===== config.mk =====
export PLATFORM = sky130hd
export DESIGN_NAME = bpra_ram
export DESIGN_NICKNAME = d
export VERILOG_FILES = /design/src/design/bpra_ram.sv
export SDC_FILE = /design/constraint.sdc
export NUM_CORES = 2
export LEC_CHECK = 0
export CAP_MARGIN = 5
export CORE_AREA = 8 8 731 553
export CTS_BUF_LIST = sky130_fd_sc_hd__clkbuf_8
export CTS_CLUSTER_DIAMETER = 60
export DETAILED_ROUTE_END_ITERATION = 7
export DIE_AREA = 0 0 739 561
export DONT_BUFFER_PORTS = 1
export MAX_ROUTING_LAYER = met4
export SLEW_MARGIN = 10
export SYNTH_ARGS = -nofsm -noshare
export SYNTH_HDL_FRONTEND = slang
export SYNTH_SLANG_ARGS = --single-unit

===== constraint.sdc =====
create_clock -name clk -period 8.1 [get_ports clk]
set_input_delay 0.81 -clock clk [delete_from_list [all_inputs] [get_ports clk]]
set_output_delay 0.81 -clock clk [all_outputs]
set_load 0.02 [all_outputs]

===== src/design/bpra_ram.sv =====
// ---------------------------------------------------------------------------
// bpra_ram: generic simple dual-port RAM
// One write port, one read port, read data registered.
// ---------------------------------------------------------------------------
`timescale 1ns / 1ps
`default_nettype none

module bpra_ram #(
	parameter int WIDTH = 64,
	parameter int DEPTH = 64
) (
	input  wire logic                                   clk,
	input  wire logic                                   we,
	input  wire logic [((DEPTH > 1) ? $clog2(DEPTH) : 1)-1:0] waddr,
	input  wire logic [WIDTH-1:0]                       wdata,
	input  wire logic [((DEPTH > 1) ? $clog2(DEPTH) : 1)-1:0] raddr,
	output logic      [WIDTH-1:0]                       rdata
);

	logic [WIDTH-1:0] mem_q [DEPTH];

	always_ff @(posedge clk) begin
		if (we) begin
			mem_q[waddr] <= wdata;
		end
		rdata <= mem_q[raddr];
	end

endmodule

`default_nettype wire


==> flow_summary.json <==
{
  "antenna_found_initial": 8,
  "synth_nets": 6676,
  "required_ns": 9.01,
  "p_leak_nw": 54.87,
  "pwr-share-comb": 0.047,
  "synth_common_cells": "4,096 x edfxtp_1, 1,024 x mux4_2, 170 x buf_2",
  "cp-start-kind": "primary input",
  "syn_area_mm2": 0.1563,
  "h-tree-depth": 6,
  "hp-class": "in2reg",
  "grt_first_pass_wirelength_mm": 603.2,
  "wire_per_inst_um": 33.95,
  "grt_setup_unrepaired": "false",
  "synth_top_area_share": 0.7867,
  "clkPwrFrac": 0.376,
  "drc_errors": 0,
  "internal-power_mw": 32.26,
  "p_seq_frac": 0.577,
  "cp_max_fo": 162,
  "syn_to_final_growth_pct": 12.70,
  "cts_hold_buf": 64,
  "synth_warnings": 0,
  "grt_pass1_vias": 76530,
  "synthTopCellsByArea": "edfxtp_1 79%, mux4_2 15%, mux2i_1 0.86%",
  "core.rowCount": 200,
  "postSynthAreaPerCell_um2": 23.70,
  "num_vias": 75610,
  "cts_resized": 0,
  "cts_setup_buffers": 0,
  "clk_pin_slew_ns": 0.07,
  "clk_path_buf_depth": 4,
  "ys_seq_elements": 4160,
  "drive_gt1_frac": 0.2797,
  "num_io_pins": 142,
  "dp_slack_ns": 2.770,
  "power_switching_mw": 9.418,
  "die_w_um": 739,
  "via_per_inst": 5.907,
  "core-area_mm2": 0.3931,
  "dpl.hpwl_mm": 222.1,
  "status": "complete, no violations",
  "dieArea_mm2": 0.4146,
  "grt_max_degree": 875,
  "syn_inst": 6598,
  "cts_tree": "done",
  "setup_viol": 0,
  "cts_buffers": 608,
  "globalRouteOverflowTotal": 0,
  "fin_hold_ws_ns": 0.09990,
  "nets": 7150,
  "yosysMostFrequentCell": "edfxtp_1",
  "port_buffers": 0,
  "skew_ns": 0.06766,
  "ys_seq_area_frac": 0.7949,
  "worstSetupPathType": "in2reg",
  "power.density_mw_per_mm2": 236.5,
  "firstDrtPassIters": 6,
  "synth_area_leader_cell": "edfxtp_1",
  "timing_hold_violations_final": 0,
  "cts_root_buf": "clkbuf_8",
  "synth_cell_type_count": 33,
  "floorplan.initialDensity": 0.3977,
  "ir_worst_vdd_mv": 0.1735,
  "clk_latency_ns": 1.10,
  "synth-edff-count": 4096,
  "n_fill_cell": 32540,
  "fmax_ghz": 0.2259,
  "period_share": 0.5464,
  "sw_frac_of_total": 0.2260,
  "maxSlewViolCount": 0,
  "cts_sinks": 4160,
  "wl_mm": 434.6,
  "tightest_slew_ns": 1.414,
  "relSlewSlack": 0.05725,
  "ys.flop_type": "edfxtp_1",
  "die_h_um": 561,
  "async_flop_share": 0,
  "gp_congestion": 0.7576,
  "min_period_ns": 4.426,
  "finalSetupTns_ns": 0,
  "cp-end-kind": "flop",
  "postRouteAntennaNets": 0,
  "track_usage": 0.2099,
  "maxCapViolCount": 0,
  "drtIter0Drc": 10340,
  "layout_setup_ws_ns": 3.674,
  "cp.arrival_ns": 5.33
}
-- through the flow --
stage	std cells	utilization	instance area, um^2	total power, mW
floorplan	6598	-	156300	25.50
detailed placement	11640	0.4155	163300	26.00
global placement	11640	0.4151	163200	25.93
global route	12800	0.4482	176200	42.97
CTS	12790	0.4476	176000	41.88
finish	12800	0.4482	176200	41.68
-- registers in the layout, indices dropped and copies added, names as in the netlist --
| signal | flops |
|---|---|
| mem_q | 4096 |
| rdata | 64 |
-- power by group through the flow --
| stage | Combinational [mW] | Sequential, mW | Clock (mW) |
|---|---|---|---|
| 5_1_grt | 2.08 | 24.0 | 16.8 |
| 2_1_floorplan | 1.11 | 24.4 | 0 |
| 3_3_place_gp | 1.43 | 24.5 | 0 |
| 4_1_cts | 1.87 | 24.1 | 16.0 |
| 3_5_place_dp | 1.49 | 24.5 | 0 |
| 6_report | 1.97 | 24.0 | 15.7 |
-- logic make-up (layout without fill, tap and decap cells) --
group | after synthesis | after routing | synth area share
multiplexers | 1159 | 1159 | 0.1561
buffers and inverters | 389 | 1334 | 0.01180
other | 0 | 5 | 0
AO/OA/AOI/OAI | 504 | 504 | 0.02477
AND/OR/NAND/NOR | 386 | 386 | 0.01240
flip-flops | 4160 | 4160 | 0.7949
-- critical path: stages --
cell      delay, ns
buf_16         0.36
buf_16         0.65
and2_4         0.71
buf_4          0.58
buf_4          0.71
a22oi_1        0.14
and3_1         0.22
a211oi_1       0.38
-- layer usage --
layer  track usage  up-vias  share of wire
met5             -        -              0
li1              -    29510              -
met1        0.3045    41390           0.43
met3       0.04438      683          0.096
met2        0.3040     4034           0.45
met4       0.05301        0          0.025
-- layout by cell type, fill, tap and decap left out, types with 12 or more instances in the layout --
| cell | count |
|---|---|
| a211oi_1 | 63 |
| a22o_1 | 88 |
| a22oi_1 | 168 |
| a2bb2oi_1 | 19 |
| a31oi_1 | 18 |
| a41oi_1 | 26 |
| and3_1 | 64 |
| buf_12 | 31 |
| buf_16 | 67 |
| buf_4 | 136 |
| clkbuf_8 | 643 |
| clkinv_1 | 113 |
| clkinv_2 | 53 |
| clkinvlp_4 | 19 |
| dfxtp_1 | 64 |
| edfxtp_1 | 4096 |
| inv_1 | 242 |
| inv_6 | 12 |
| mux2i_1 | 135 |
| mux4_2 | 1024 |
| nand2_1 | 55 |
| nand3_1 | 45 |
| nor2_1 | 47 |
| nor2_4 | 65 |
| nor2b_1 | 24 |
| o221ai_1 | 38 |
| o22ai_1 | 83 |
| or2_2 | 28 |
| or3_1 | 29 |
-- final timing paths --
check / from / end / slack, ns / cells past startpoint
worst max-delay path: raddr[2] / rdata[35] / 3.67 / 8
worst min-delay path: wdata[40] / mem_q[22][40] / 0.1 / 1
worst max register to register: mem_q[55][39] / rdata[39] / 5.72 / 5
worst min register to register: mem_q[38][46] / rdata[46] / 0.83 / 4
-- final cells by class --
type,count,area [um^2],share of cell area
sequential,4160,124300,0.7053
multi-input combinational,2049,30780,0.1747
clock buffer,643,8850,0.05022
tap,5252,6571,0.03729
timing repair buffer,234,3486,0.01978
clock inverter,438,2153,0.01222
inverter,19,71.32,0.0004048
antenna,5,12.51,0.00007101
Power figures use the tool's default switching activity.
